### src/rtl/circular_queue_with_dump_assert.svh
// Assertion macros shared by the circular queue RTL.
// Each macro expects clk and rst_n in the scope where it is used.
`ifndef CIRCULAR_QUEUE_WITH_DUMP_ASSERT_SVH
`define CIRCULAR_QUEUE_WITH_DUMP_ASSERT_SVH

// Same-cycle implication, ignored while reset is asserted.
`define CQ_ASSERT_IMPL(name, ante, cons) \
  name: assert property (@(posedge clk) disable iff (!rst_n) (ante) |-> (cons)) \
    else $error("%m: assertion failed");

// Next-cycle implication, ignored while reset is asserted.
`define CQ_ASSERT_NEXT(name, ante, cons) \
  name: assert property (@(posedge clk) disable iff (!rst_n) (ante) |=> (cons)) \
    else $error("%m: assertion failed");

`endif

### src/rtl/cq_pkg.sv
// Shared types and constants for the circular queue with dump.
// No dependencies; imported by every module of the block.
`timescale 1ns / 1ps

package cq_pkg;

  localparam int DEPTH  = 64;
  localparam int IDX_W  = $clog2(DEPTH);
  localparam int CAP_W  = 7;
  localparam int DATA_W = 32;

  localparam logic [CAP_W-1:0] CAP_RESET = 7'd64;

  typedef enum logic [1:0] {
    CMD_ENQ  = 2'd0,
    CMD_DEQ  = 2'd1,
    CMD_DISP = 2'd2,
    CMD_NONE = 2'd3
  } cmd_t;

  typedef enum logic [1:0] {
    OP_ENQ,
    OP_DEQ,
    OP_DISP
  } op_kind_t;

  typedef enum logic [1:0] {
    ST_OK        = 2'd0,
    ST_OVERFLOW  = 2'd1,
    ST_UNDERFLOW = 2'd2,
    ST_EMPTY     = 2'd3
  } status_t;

  typedef struct packed {
    op_kind_t                  kind;
    logic signed [DATA_W-1:0]  value;
  } op_t;

  typedef struct packed {
    status_t                   status;
    logic signed [DATA_W-1:0]  data;
    logic                      last;
  } res_t;

endpackage

### src/rtl/cq_front.sv
// Front end: accepts items, decodes the command and buffers ops.
// Depends on cq_pkg; feeds cq_back through a two-entry op queue.
`timescale 1ns / 1ps

module cq_front import cq_pkg::*; (
  input  logic                     clk,
  input  logic                     rst_n,
  input  logic                     in_push,
  output logic                     in_full,
  input  logic [1:0]               in_command,
  input  logic signed [DATA_W-1:0] in_value,
  output logic                     op_valid,
  output op_t                      op,
  input  logic                     op_take
);

  op_t        q_r [2];
  logic       wp_r, wp_nxt;
  logic       rp_r, rp_nxt;
  logic [1:0] cnt_r, cnt_nxt;
  logic       accept, store, take;
  op_t        new_op;

  assign in_full  = (cnt_r == 2'd2);
  assign op_valid = (cnt_r != 2'd0);
  assign op       = q_r[rp_r];

  assign accept = in_push && !in_full;
  // unused command code is accepted and dropped here
  assign store  = accept && (cmd_t'(in_command) != CMD_NONE);
  assign take   = op_take && op_valid;

  always_comb begin
    new_op.value = in_value;
    case (cmd_t'(in_command))
      CMD_ENQ: new_op.kind = OP_ENQ;
      CMD_DEQ: new_op.kind = OP_DEQ;
      default: new_op.kind = OP_DISP;
    endcase
  end

  always_comb begin
    wp_nxt  = store ? ~wp_r : wp_r;
    rp_nxt  = take ? ~rp_r : rp_r;
    cnt_nxt = cnt_r + 2'(store) - 2'(take);
  end

  always_ff @(posedge clk) begin
    if (!rst_n) begin
      wp_r  <= 1'b0;
      rp_r  <= 1'b0;
      cnt_r <= 2'd0;
    end else begin
      wp_r  <= wp_nxt;
      rp_r  <= rp_nxt;
      cnt_r <= cnt_nxt;
    end
  end

  always_ff @(posedge clk) begin
    if (store) begin
      q_r[wp_r] <= new_op;
    end
  end

endmodule

### src/rtl/cq_back.sv
// Back end: executes ops against the entry store and the index registers.
// Depends on cq_pkg and the assertion header; pushes results into cq_resq.
`timescale 1ns / 1ps
`include "circular_queue_with_dump_assert.svh"

module cq_back import cq_pkg::*; (
  input  logic             clk,
  input  logic             rst_n,
  input  logic             cfg_we,
  input  logic [CAP_W-1:0] cfg_data,
  input  logic             op_valid,
  input  op_t              op,
  output logic             op_take,
  input  logic             res_full,
  output logic             res_push,
  output res_t             res
);

  typedef enum logic [1:0] {
    S_IDLE,
    S_DEQ,
    S_DISP
  } state_t;

  state_t             state_r, state_nxt;
  logic [CAP_W-1:0]   cap_r;
  logic [CAP_W-1:0]   eff_cap;
  logic [IDX_W-1:0]   head_r, head_nxt;
  logic [IDX_W-1:0]   tail_r, tail_nxt;
  logic               empty_r, empty_nxt;
  logic [IDX_W-1:0]   ptr_r, ptr_nxt;
  logic [IDX_W-1:0]   cnt_r, cnt_nxt;
  logic [IDX_W-1:0]   succ_head, succ_tail, succ_ptr;
  logic               done;

  logic [DATA_W-1:0]  mem [DEPTH];
  logic [DATA_W-1:0]  rd_data_r;
  logic               rd_en, wr_en;
  logic [IDX_W-1:0]   rd_addr, wr_addr;

  function automatic logic [IDX_W-1:0] succ(input logic [IDX_W-1:0] i,
                                            input logic [CAP_W-1:0] cap);
    logic [CAP_W-1:0] n;
    n = CAP_W'(i) + CAP_W'(1);
    return (n >= cap) ? '0 : n[IDX_W-1:0];
  endfunction

  // out-of-range capacity clamps to 1..DEPTH
  always_comb begin
    if (cap_r == '0) begin
      eff_cap = CAP_W'(1);
    end else if (cap_r > CAP_W'(DEPTH)) begin
      eff_cap = CAP_W'(DEPTH);
    end else begin
      eff_cap = cap_r;
    end
  end

  assign succ_head = succ(head_r, eff_cap);
  assign succ_tail = succ(tail_r, eff_cap);
  assign succ_ptr  = succ(ptr_r, eff_cap);
  assign done      = (ptr_r == tail_r) || (cnt_r == IDX_W'(DEPTH - 1));

  always_comb begin
    state_nxt  = state_r;
    head_nxt   = head_r;
    tail_nxt   = tail_r;
    empty_nxt  = empty_r;
    ptr_nxt    = ptr_r;
    cnt_nxt    = cnt_r;
    op_take    = 1'b0;
    res_push   = 1'b0;
    res.status = ST_OK;
    res.data   = '0;
    res.last   = 1'b1;
    rd_en      = 1'b0;
    rd_addr    = head_r;
    wr_en      = 1'b0;
    wr_addr    = succ_tail;
    case (state_r)
      S_IDLE: begin
        if (op_valid && !res_full) begin
          op_take = 1'b1;
          case (op.kind)
            OP_ENQ: begin
              res_push = 1'b1;
              if (empty_r) begin
                wr_en     = 1'b1;
                wr_addr   = '0;
                head_nxt  = '0;
                tail_nxt  = '0;
                empty_nxt = 1'b0;
              end else if (succ_tail == head_r) begin
                res.status = ST_OVERFLOW;
              end else begin
                wr_en    = 1'b1;
                tail_nxt = succ_tail;
              end
            end
            OP_DEQ: begin
              if (empty_r) begin
                res_push   = 1'b1;
                res.status = ST_UNDERFLOW;
              end else begin
                rd_en     = 1'b1;
                state_nxt = S_DEQ;
                if (head_r == tail_r) begin
                  head_nxt  = '0;
                  tail_nxt  = '0;
                  empty_nxt = 1'b1;
                end else begin
                  head_nxt = succ_head;
                end
              end
            end
            OP_DISP: begin
              if (empty_r) begin
                res_push   = 1'b1;
                res.status = ST_EMPTY;
              end else begin
                rd_en     = 1'b1;
                ptr_nxt   = head_r;
                cnt_nxt   = '0;
                state_nxt = S_DISP;
              end
            end
            default: ;
          endcase
        end
      end
      S_DEQ: begin
        res.data = rd_data_r;
        if (!res_full) begin
          res_push  = 1'b1;
          state_nxt = S_IDLE;
        end
      end
      S_DISP: begin
        res.data = rd_data_r;
        res.last = done;
        if (!res_full) begin
          res_push = 1'b1;
          if (done) begin
            state_nxt = S_IDLE;
          end else begin
            ptr_nxt = succ_ptr;
            cnt_nxt = cnt_r + IDX_W'(1);
            rd_en   = 1'b1;
            rd_addr = succ_ptr;
          end
        end
      end
      default: state_nxt = S_IDLE;
    endcase
  end

  always_ff @(posedge clk) begin
    if (!rst_n) begin
      state_r <= S_IDLE;
      cap_r   <= CAP_RESET;
      head_r  <= '0;
      tail_r  <= '0;
      empty_r <= 1'b1;
      ptr_r   <= '0;
      cnt_r   <= '0;
    end else begin
      state_r <= state_nxt;
      if (cfg_we) begin
        cap_r <= cfg_data;
      end
      head_r  <= head_nxt;
      tail_r  <= tail_nxt;
      empty_r <= empty_nxt;
      ptr_r   <= ptr_nxt;
      cnt_r   <= cnt_nxt;
    end
  end

  // entry store: never read and written in the same cycle
  always_ff @(posedge clk) begin
    if (wr_en) begin
      mem[wr_addr] <= op.value;
    end
    if (rd_en) begin
      rd_data_r <= mem[rd_addr];
    end
  end

  `CQ_ASSERT_IMPL(a_empty_idx_zero, empty_r, head_r == '0 && tail_r == '0)
  `CQ_ASSERT_IMPL(a_no_push_when_full, res_push, !res_full)
  `CQ_ASSERT_NEXT(a_deq_reads, op_take && op.kind == OP_DEQ && !empty_r, state_r == S_DEQ)

endmodule

### src/rtl/cq_resq.sv
// Result queue: two-entry buffer between the back end and the output ports.
// Depends on cq_pkg.
`timescale 1ns / 1ps

module cq_resq import cq_pkg::*; (
  input  logic                     clk,
  input  logic                     rst_n,
  input  logic                     res_push,
  input  res_t                     res,
  output logic                     res_full,
  output logic                     out_empty,
  input  logic                     out_pop,
  output logic [1:0]               out_status,
  output logic signed [DATA_W-1:0] out_data,
  output logic                     out_last
);

  res_t       q_r [2];
  logic       wp_r, wp_nxt;
  logic       rp_r, rp_nxt;
  logic [1:0] cnt_r, cnt_nxt;
  logic       wr, rd;
  res_t       head;

  assign res_full  = (cnt_r == 2'd2);
  assign out_empty = (cnt_r == 2'd0);
  assign head      = q_r[rp_r];
  assign out_status = head.status;
  assign out_data   = head.data;
  assign out_last   = head.last;

  assign wr = res_push && !res_full;
  assign rd = out_pop && !out_empty;

  always_comb begin
    wp_nxt  = wr ? ~wp_r : wp_r;
    rp_nxt  = rd ? ~rp_r : rp_r;
    cnt_nxt = cnt_r + 2'(wr) - 2'(rd);
  end

  always_ff @(posedge clk) begin
    if (!rst_n) begin
      wp_r  <= 1'b0;
      rp_r  <= 1'b0;
      cnt_r <= 2'd0;
    end else begin
      wp_r  <= wp_nxt;
      rp_r  <= rp_nxt;
      cnt_r <= cnt_nxt;
    end
  end

  always_ff @(posedge clk) begin
    if (wr) begin
      q_r[wp_r] <= res;
    end
  end

endmodule

### src/rtl/circular_queue_with_dump.sv
// Circular queue of signed words with a dump command; capacity set by cfg_data.
// Results go via op queue, back end and result queue; dequeue/dump add the store read.
// Dequeue adds S_DEQ; a dump reads one entry a cycle in S_DISP while res_full is low.
// Reset (rst_n low, synchronous): queue empty, indices 0, capacity 64; no clearing pass.
// Depends on cq_pkg, cq_front, cq_back, cq_resq.
`timescale 1ns / 1ps

module circular_queue_with_dump import cq_pkg::*; (
  input  logic                     clk,
  input  logic                     rst_n,
  // configuration: capacity register; user writes it when the block is idle, unchecked
  input  logic                     cfg_we,
  input  logic [CAP_W-1:0]         cfg_data,
  // input item channel
  input  logic                     in_push,
  output logic                     in_full,
  input  logic [1:0]               in_command,
  input  logic signed [DATA_W-1:0] in_value,
  // result item channel
  output logic                     out_empty,
  input  logic                     out_pop,
  output logic [1:0]               out_status,
  output logic signed [DATA_W-1:0] out_data,
  output logic                     out_last
);

  // front -> back op handoff
  logic op_valid;
  op_t  op;
  logic op_take;

  // back -> result queue handoff
  logic res_full;
  logic res_push;
  res_t res;

  // Front end decodes each item and parks it in a two-entry op queue (unused
  // codes are dropped), so up to two ops can come in while the back end walks a dump.
  cq_front u_front (
    .clk        (clk),
    .rst_n      (rst_n),
    .in_push    (in_push),
    .in_full    (in_full),
    .in_command (in_command),
    .in_value   (in_value),
    .op_valid   (op_valid),
    .op         (op),
    .op_take    (op_take)
  );

  // Back end owns the entry store (one port per cycle, registered read),
  // the head/tail indices and the capacity register. A dump reads one
  // entry per cycle and stalls whenever the result queue is full.
  cq_back u_back (
    .clk      (clk),
    .rst_n    (rst_n),
    .cfg_we   (cfg_we),
    .cfg_data (cfg_data),
    .op_valid (op_valid),
    .op       (op),
    .op_take  (op_take),
    .res_full (res_full),
    .res_push (res_push),
    .res      (res)
  );

  // Result queue decouples the consumer: results wait here while the
  // back end carries on with the next op.
  cq_resq u_resq (
    .clk        (clk),
    .rst_n      (rst_n),
    .res_push   (res_push),
    .res        (res),
    .res_full   (res_full),
    .out_empty  (out_empty),
    .out_pop    (out_pop),
    .out_status (out_status),
    .out_data   (out_data),
    .out_last   (out_last)
  );

endmodule

### config.mk
export PLATFORM = sky130hd
export DESIGN_NAME = circular_queue_with_dump
export DESIGN_NICKNAME = d
export VERILOG_FILES = /design/src/rtl/cq_pkg.sv /design/src/rtl/cq_front.sv /design/src/rtl/cq_back.sv /design/src/rtl/cq_resq.sv /design/src/rtl/circular_queue_with_dump.sv
export VERILOG_INCLUDE_DIRS = /design/src /design/src/rtl
export SDC_FILE = /design/constraint.sdc
export NUM_CORES = 2
export LEC_CHECK = 0
export ABC_CLOCK_PERIOD_IN_PS = 11700
export BUFFER_PORTS_ARGS = -buffer_cell sky130_fd_sc_hd__buf_2
export CELL_PAD_IN_SITES_DETAIL_PLACEMENT = 0
export CELL_PAD_IN_SITES_GLOBAL_PLACEMENT = 1
export CORE_MARGIN = 2
export CORE_UTILIZATION = 34
export DETAILED_ROUTE_END_ITERATION = 6
export GPL_TIMING_DRIVEN = 0
export PLACE_DENSITY = 0.57
export REMOVE_ABC_BUFFERS = 1
export SYNTH_ARGS = -nofsm -noshare
export SYNTH_HDL_FRONTEND = slang
export SYNTH_HIERARCHICAL = 1
export SYNTH_SLANG_ARGS = --single-unit
### constraint.sdc
create_clock -name clk -period 11.7 [get_ports clk]
set_clock_uncertainty 0.05 [all_clocks]
set_input_delay 2.34 -clock clk [delete_from_list [all_inputs] [get_ports clk]]
set_output_delay 2.34 -clock clk [all_outputs]
set_load 0.01 [all_outputs]
After elaboration in Yosys (flattened, before gate mapping)
Memories as Yosys holds them, arrays and structs flattened. A register that Yosys moved wholly into a read port is not among the register bits.
Index checks and enable logic that the tools add are counted.
{"block": "op_classes", "add_sub_neg": 8, "n_mul": 0, "n_div": 0, "magnitude_cmp": 4, "n_eq_ne": 26, "shift": 0, "mux": 82, "bitwise_logic": 4, "n_reduce_logical": 25}
{"cell": "6-bit two-way mux", "count": 27}
{"cell": "6-bit case mux with 2 select lines", "count": 4}
{"cell": "32-bit two-way mux", "count": 1}
{"cell": "1-bit two-way mux", "count": 29}
{"cell": "2-bit two-way mux", "count": 11}
{"cell": "6-bit by 1-bit adder with 7-bit output, second input constant", "count": 3}
{"cell": "7-bit >= comparator", "count": 3}
{"cell": "6-bit == test", "count": 3}
{"cell": "7-bit two-way mux", "count": 2}
{"cell": "2-bit inequality test, second input constant", "count": 7}
{"cell": "2-bit case mux with 3 select lines", "count": 2}
{"cell": "6-bit AND reduction", "count": 2}
{"cell": "3-bit inequality test, second input constant", "count": 3}
{"cell": "2-bit == test, second input constant", "count": 4}
{"cell": "2-bit logical NOT", "count": 4}
{"cell": "2-bit by 1-bit inequality test with 1-bit output, second input constant", "count": 4}
{"cell": "1-bit case mux with 2 select lines", "count": 4}
{"cell": "2-bit case mux with 2 select lines", "count": 2}
{"cell": "7-bit greater-than comparator, second input constant", "count": 1}
{"cell": "7-bit logical NOT", "count": 1}
{"cell": "7-bit AND reduction", "count": 1}
{"cell": "6-bit by 1-bit adder with 6-bit output, second input constant", "count": 1}
{"cell": "2-bit by 1-bit == test with 1-bit output, second input constant", "count": 3}
{"cell": "6-bit == test, second input constant", "count": 1}
{"cell": "other kinds (11)", "count": 26}
{"block": "word_totals", "register_bits": 42, "latch_bits": 0, "ram_bits": 2186, "rom_bits": 0, "in_bits": 46, "out_inout_bits": 37, "mem_count": 3}
{"memory": "u_back.mem", "words": 64, "word_bits": 32, "read_ports": 1, "rd_ports_with_merged_regs": 1, "wr": 1, "line": "cq_back.sv:36", "text": "logic [DATA_W-1:0] mem [DEPTH];"}
{"memory": "u_resq.q_r", "words": 2, "word_bits": 35, "read_ports": 1, "rd_ports_with_merged_regs": 1, "wr": 1, "line": "cq_resq.sv:18", "text": "res_t q_r [2];"}
{"memory": "u_front.q_r", "words": 2, "word_bits": 34, "read_ports": 1, "rd_ports_with_merged_regs": 1, "wr": 1, "line": "cq_front.sv:17", "text": "op_t q_r [2];"}

Logic depth before layout (Yosys ltp)
{"block": "depth", "word_depth": 13, "ltp_mapped": 18, "depth_no_buf": 14}

Hierarchy
Netlist, hierarchy kept.
{"mod": "cq_back", "instances": 1, "cells_per_inst": 6125, "area_per_inst_um2": 83219.8, "seq_area_each_um2": 63140.6}
{"mod": "cq_resq", "instances": 1, "cells_per_inst": 136, "area_per_inst_um2": 2914.0, "seq_area_each_um2": 2202.1}
{"mod": "cq_front", "instances": 1, "cells_per_inst": 134, "area_per_inst_um2": 2879.0, "seq_area_each_um2": 2142.1}

Worst setup path after synthesis
Ideal clock, no wire load.
{"block": "synth_path", "kind": "register -> register", "start": "reg u_back.tail_r[4]", "end": "mem u_back.mem[8][0], enable pin", "setup_time_ns": 0.595, "t_arrival_ns": 7.752, "path_slack_ns": 3.303, "stages_incl_launch_ff": 16, "path_buffers": 3, "period_less_slack_ns": 8.397, "cell_sequence": "dfxtp_1 clkbuf_2 nand3_1 nor2_1 xnor2_1 inv_1 ha_1 a21o_1 a21oi_1 o211ai_1 and3_1 a311o_1 and3_1 clkbuf_1 buf_2 a2111oi_0"}
{"block": "synth_between", "elab_chain_cells": 11, "elab_cells_between_ends": 15, "cone_classes": "add/sub: 1; order compare: 1; eq/ne: 1; mux: 12"}
{"element": "from (decl)", "line": "cq_back.sv:29", "text": "logic [IDX_W-1:0] tail_r, tail_nxt;"}
{"element": "from (signal assigned)", "line": "cq_back.sv:172", "text": "tail_r <= tail_nxt;"}
{"element": "6-bit by 1-bit adder with 7-bit output (*)", "line": "cq_back.sv:44", "text": "n = CAP_W'(i) + CAP_W'(1);"}
{"element": "7-bit >= comparator", "line": "cq_back.sv:45", "text": "return (n >= cap) ? '0 : n[IDX_W-1:0];"}
{"element": "6-bit two-way mux (*)", "line": "cq_back.sv:45"}
{"element": "6-bit == test", "line": "cq_back.sv:93", "text": "end else if (succ_tail == head_r) begin"}
{"element": "1-bit two-way mux", "line": "cq_back.sv:93"}
{"element": "1-bit two-way mux", "line": "cq_back.sv:87", "text": "if (empty_r) begin"}
{"element": "1-bit two-way mux", "line": "cq_back.sv:84", "text": "case (op.kind)"}
{"element": "1-bit two-way mux", "line": "cq_back.sv:82", "text": "if (op_valid && !res_full) begin"}
{"element": "1-bit two-way mux", "line": "cq_back.sv:80", "text": "case (state_r)"}
{"element": "1-bit two-way mux", "line": "cq_back.sv:181", "text": "if (wr_en) begin"}
{"element": "1-bit two-way mux (implied by the code)", "line": "cq_back.sv:182", "text": "mem[wr_addr] <= op.value;"}
{"element": "to (decl)", "line": "cq_back.sv:36"}
Every way passes the cells marked *; elsewhere a longest branch is shown, timed or not.

Worst setup path after layout
{"block": "layout_path", "start": "reg u_back.tail_r[0]", "end": "mem u_back.mem[18][1], enable pin"}
Same word-level chain as after synthesis.

==> flow_summary.yaml <==
status:
  status: "finished with violations"
  violations: "DRC"
synthesis:
  synth_edf_count: 2218
  synth-seq-cells: 2262
  synth-main-ff-cell: "edfxtp_1"
  synth_cell_types: 75
  synth_area_um2: 89010
  synthArstFlopShare_pct: 0
  yosys_warnings: 6
  syn_area_per_cell_um2: 13.92
  seq_area_frac_synth_pct: 75.81
  syn_inst: 6395
layout:
  final_common_cell: "edfxtp_1"
  fin_cells: 10431
  syn2layout_area_growth_pct: 18.78
  drive_gt1_share_pct: 14.40
  nFillCells: 23921
  nets: 6800
  design_area_um2: 105700
  layout_common_cells: "edfxtp_1 (2218), nand2_1 (1652), a21oi_1 (524)"
setup_path:
  start_kind: "flip-flop"
  crit_fanout: 23
  ff2ff_setup_slack_ps: 4960
  worst_setup_path_end_kind: "flip-flop"
  cp.arrival_ps: 7220
  critPathLaunch: "u_back/tail_r[0]$_SDFFE_PN0P_"
  r2r_end: "u_back/mem[18][1]$_DFFE_PP_"
  r2r_start: "u_back/tail_r[0]$_SDFFE_PN0P_"
  crit_path_end: "u_back/mem[18][1]$_DFFE_PP_"
  reg2regPathDepth: 12
  path_class: "reg2reg"
  cp.required_ps: 12180
grt:
  grt_pass1_vias: 52031
  grt_max_degree: 84
  grt_use_total_pct: 19.56
  antenna_found_initial: 12
  grt_overflow: 0
  grt_pass1_wl_um: 378400
detailed_routing:
  vias: 54686
  via_per_inst: 5.243
  ant_nets: 0
  met3_length_um: 15550
  top_layer: "met5"
  drc: 1
  drtPass1Iterations: 7
  routed_wirelength_um: 264100
  drt_iter0_drc: 4996
  wire_per_inst_um: 25.32
  wl_met1_um: 117000
  wl_met2_um: 126300
placed_design:
  globalplace.congestion: 0.7344
  io_buffers: 82
  post_dp_cell_area_um2: 98320
  dp_cells: 9976
  dp_hpwl_um: 174100
  place_ws_ps: 5029
clock_network:
  h-tree-depth: 4
  cts_tree: "yes"
  clk-insertion-delay-late_ps: 870
  clk_pin_slew_ps: 60
  cts_hold_buf: 0
  cts-root-buf: "clkbuf_16"
  cts_buffers: 234
  cts_sinks: 2262
  cts_setup_buffers: 0
  post_cts_resize_count: 0
  clk_path_buf_depth: 3
floorplanning:
  die_x_um: 515.7
  fp.dieH_um: 515.7
  initial_core_util_pct: 34.24
  rows: 187
  boundaryPins: 83
  die_area_um2: 265900
  core-area_um2: 259900
timing:
  maxSlewHeadroom_pct: 17.31
  rsz0062_at_grt: "false"
  finalHoldViolCount: 0
  slew_viol_final: 0
  fmax_mhz: 148.4
  setup_viol: 0
  fin_crit_ps: 6738
  post-route-period-util_pct: 57.59
  max_slew.worst_pin.slew_ps: 1240
  final.setup.worst_slack_ps: 4962
  tns_ps: 0
power:
  leakagePower_uw: 0.03642
  fin_total_pwr_uw: 18750
  ir_drop_mv: 0.1860
  p_per_area_nw_per_um2: 177.3
min_path:
  min_path_type: "reg2reg"
job:
  max-cap-violations: 0
Yosys cell counts, types with 39 or more instances:
library cell,instances,area [µm²]
mux2_4,60,900.9
nand3_1,406,2032
nor2_1,71,266.5
buf_2,187,935.9
a22oi_1,180,1351
a21oi_1,525,2628
nand2_1,1653,6205
a32oi_1,61,534.3
nor3_1,59,295.3
and2_1,39,244.0
edfxtp_1,2218,66600
buf_4,60,450.4
a31oi_1,198,1239
dfxtp_1,44,880.8
nand4_1,140,875.8
clkbuf_1,119,446.7
sequential cells by signal (all words and copies together) (netlist names), named ones only:
name	flops
u_back/cnt_r	6
u_resq/wp_r	1
u_front/q_r	68
u_back/head_r	6
u_front/rp_r	1
u_back/empty_r	1
u_back/cap_r	7
u_back/tail_r	6
u_front/wp_r	1
u_back/mem	2048
u_front/cnt_r	2
u_resq/rp_r	1
u_resq/cnt_r	2
u_back/state_r	2
u_resq/q_r	70
u_back/ptr_r	6
u_back/rd_data_r	32
cell families after synthesis:
| kind of cell | Yosys count | synth area share, % |
|---|---|---|
| simple gates | 2466 | 11.98 |
| buf+inv | 436 | 2.568 |
| xor+xnor | 34 | 0.3598 |
| compound gates | 1076 | 7.463 |
| flops | 2262 | 75.81 |
| fa+ha+maj | 37 | 0.5201 |
| mux | 84 | 1.299 |
where the power goes:
part	switching [µW]	internal (µW)
sequential	71.3	9800
combinational	1280	426
clock	3140	4040
total	4490	14300
how the worst min path moves through the flow:
stage	from	end	depth (start not counted)
2_1_floorplan	u_front/wp_r$_SDFFE_PN0P_	u_front/wp_r$_SDFFE_PN0P_	2
3_3_place_gp	u_resq/wp_r$_SDFFE_PN0P_	u_resq/wp_r$_SDFFE_PN0P_	2
3_5_place_dp	u_back/cnt_r[5]$_SDFFE_PN0P_	u_back/cnt_r[5]$_SDFFE_PN0P_	2
4_1_cts	u_back/cnt_r[5]$_SDFFE_PN0P_	u_back/cnt_r[5]$_SDFFE_PN0P_	2
5_1_grt	u_back/cnt_r[5]$_SDFFE_PN0P_	u_back/cnt_r[5]$_SDFFE_PN0P_	2
6_report	u_back/cnt_r[5]$_SDFFE_PN0P_	u_back/cnt_r[5]$_SDFFE_PN0P_	2
layout make-up:
cell class | count | area, µm² | area share (%)
timing repair buffer | 500 | 6575 | 6.219
tap | 3496 | 4374 | 4.137
antenna | 16 | 40.04 | 0.03787
clock buffer | 285 | 6162 | 5.828
clock inverter | 153 | 1190 | 1.125
sequential | 2262 | 67490 | 63.83
inverter | 22 | 82.58 | 0.07810
multi-input combinational | 3697 | 19820 | 18.74
per-stage QoR:
stage,hold WS [ps],utilization (%)
2_1_floorplan,401.4,-
3_3_place_gp,416.6,35.24
3_5_place_dp,428.4,37.82
4_1_cts,440.3,40.65
5_1_grt,448.0,40.66
6_report,444.5,40.67
worst max-delay path: stages (launching register included):
cell and delay, ps:
dfxtp_1 810, ha_1 410, xnor2_2 240, inv_1 250
ha_1 340, a21oi_1 80, o211ai_1 890, o21ai_0 250
a311o_1 410, and3_2 420, or4_1 1040, nor2_4 860
buf_12 280
layer usage:
metal  vias up  track usage (%)
li1      24642                -
met1     28228            27.39
met2      1484            31.96
met3       330            3.127
met4         2            4.239
met5         -                0
Power figures use the tool's default switching activity.
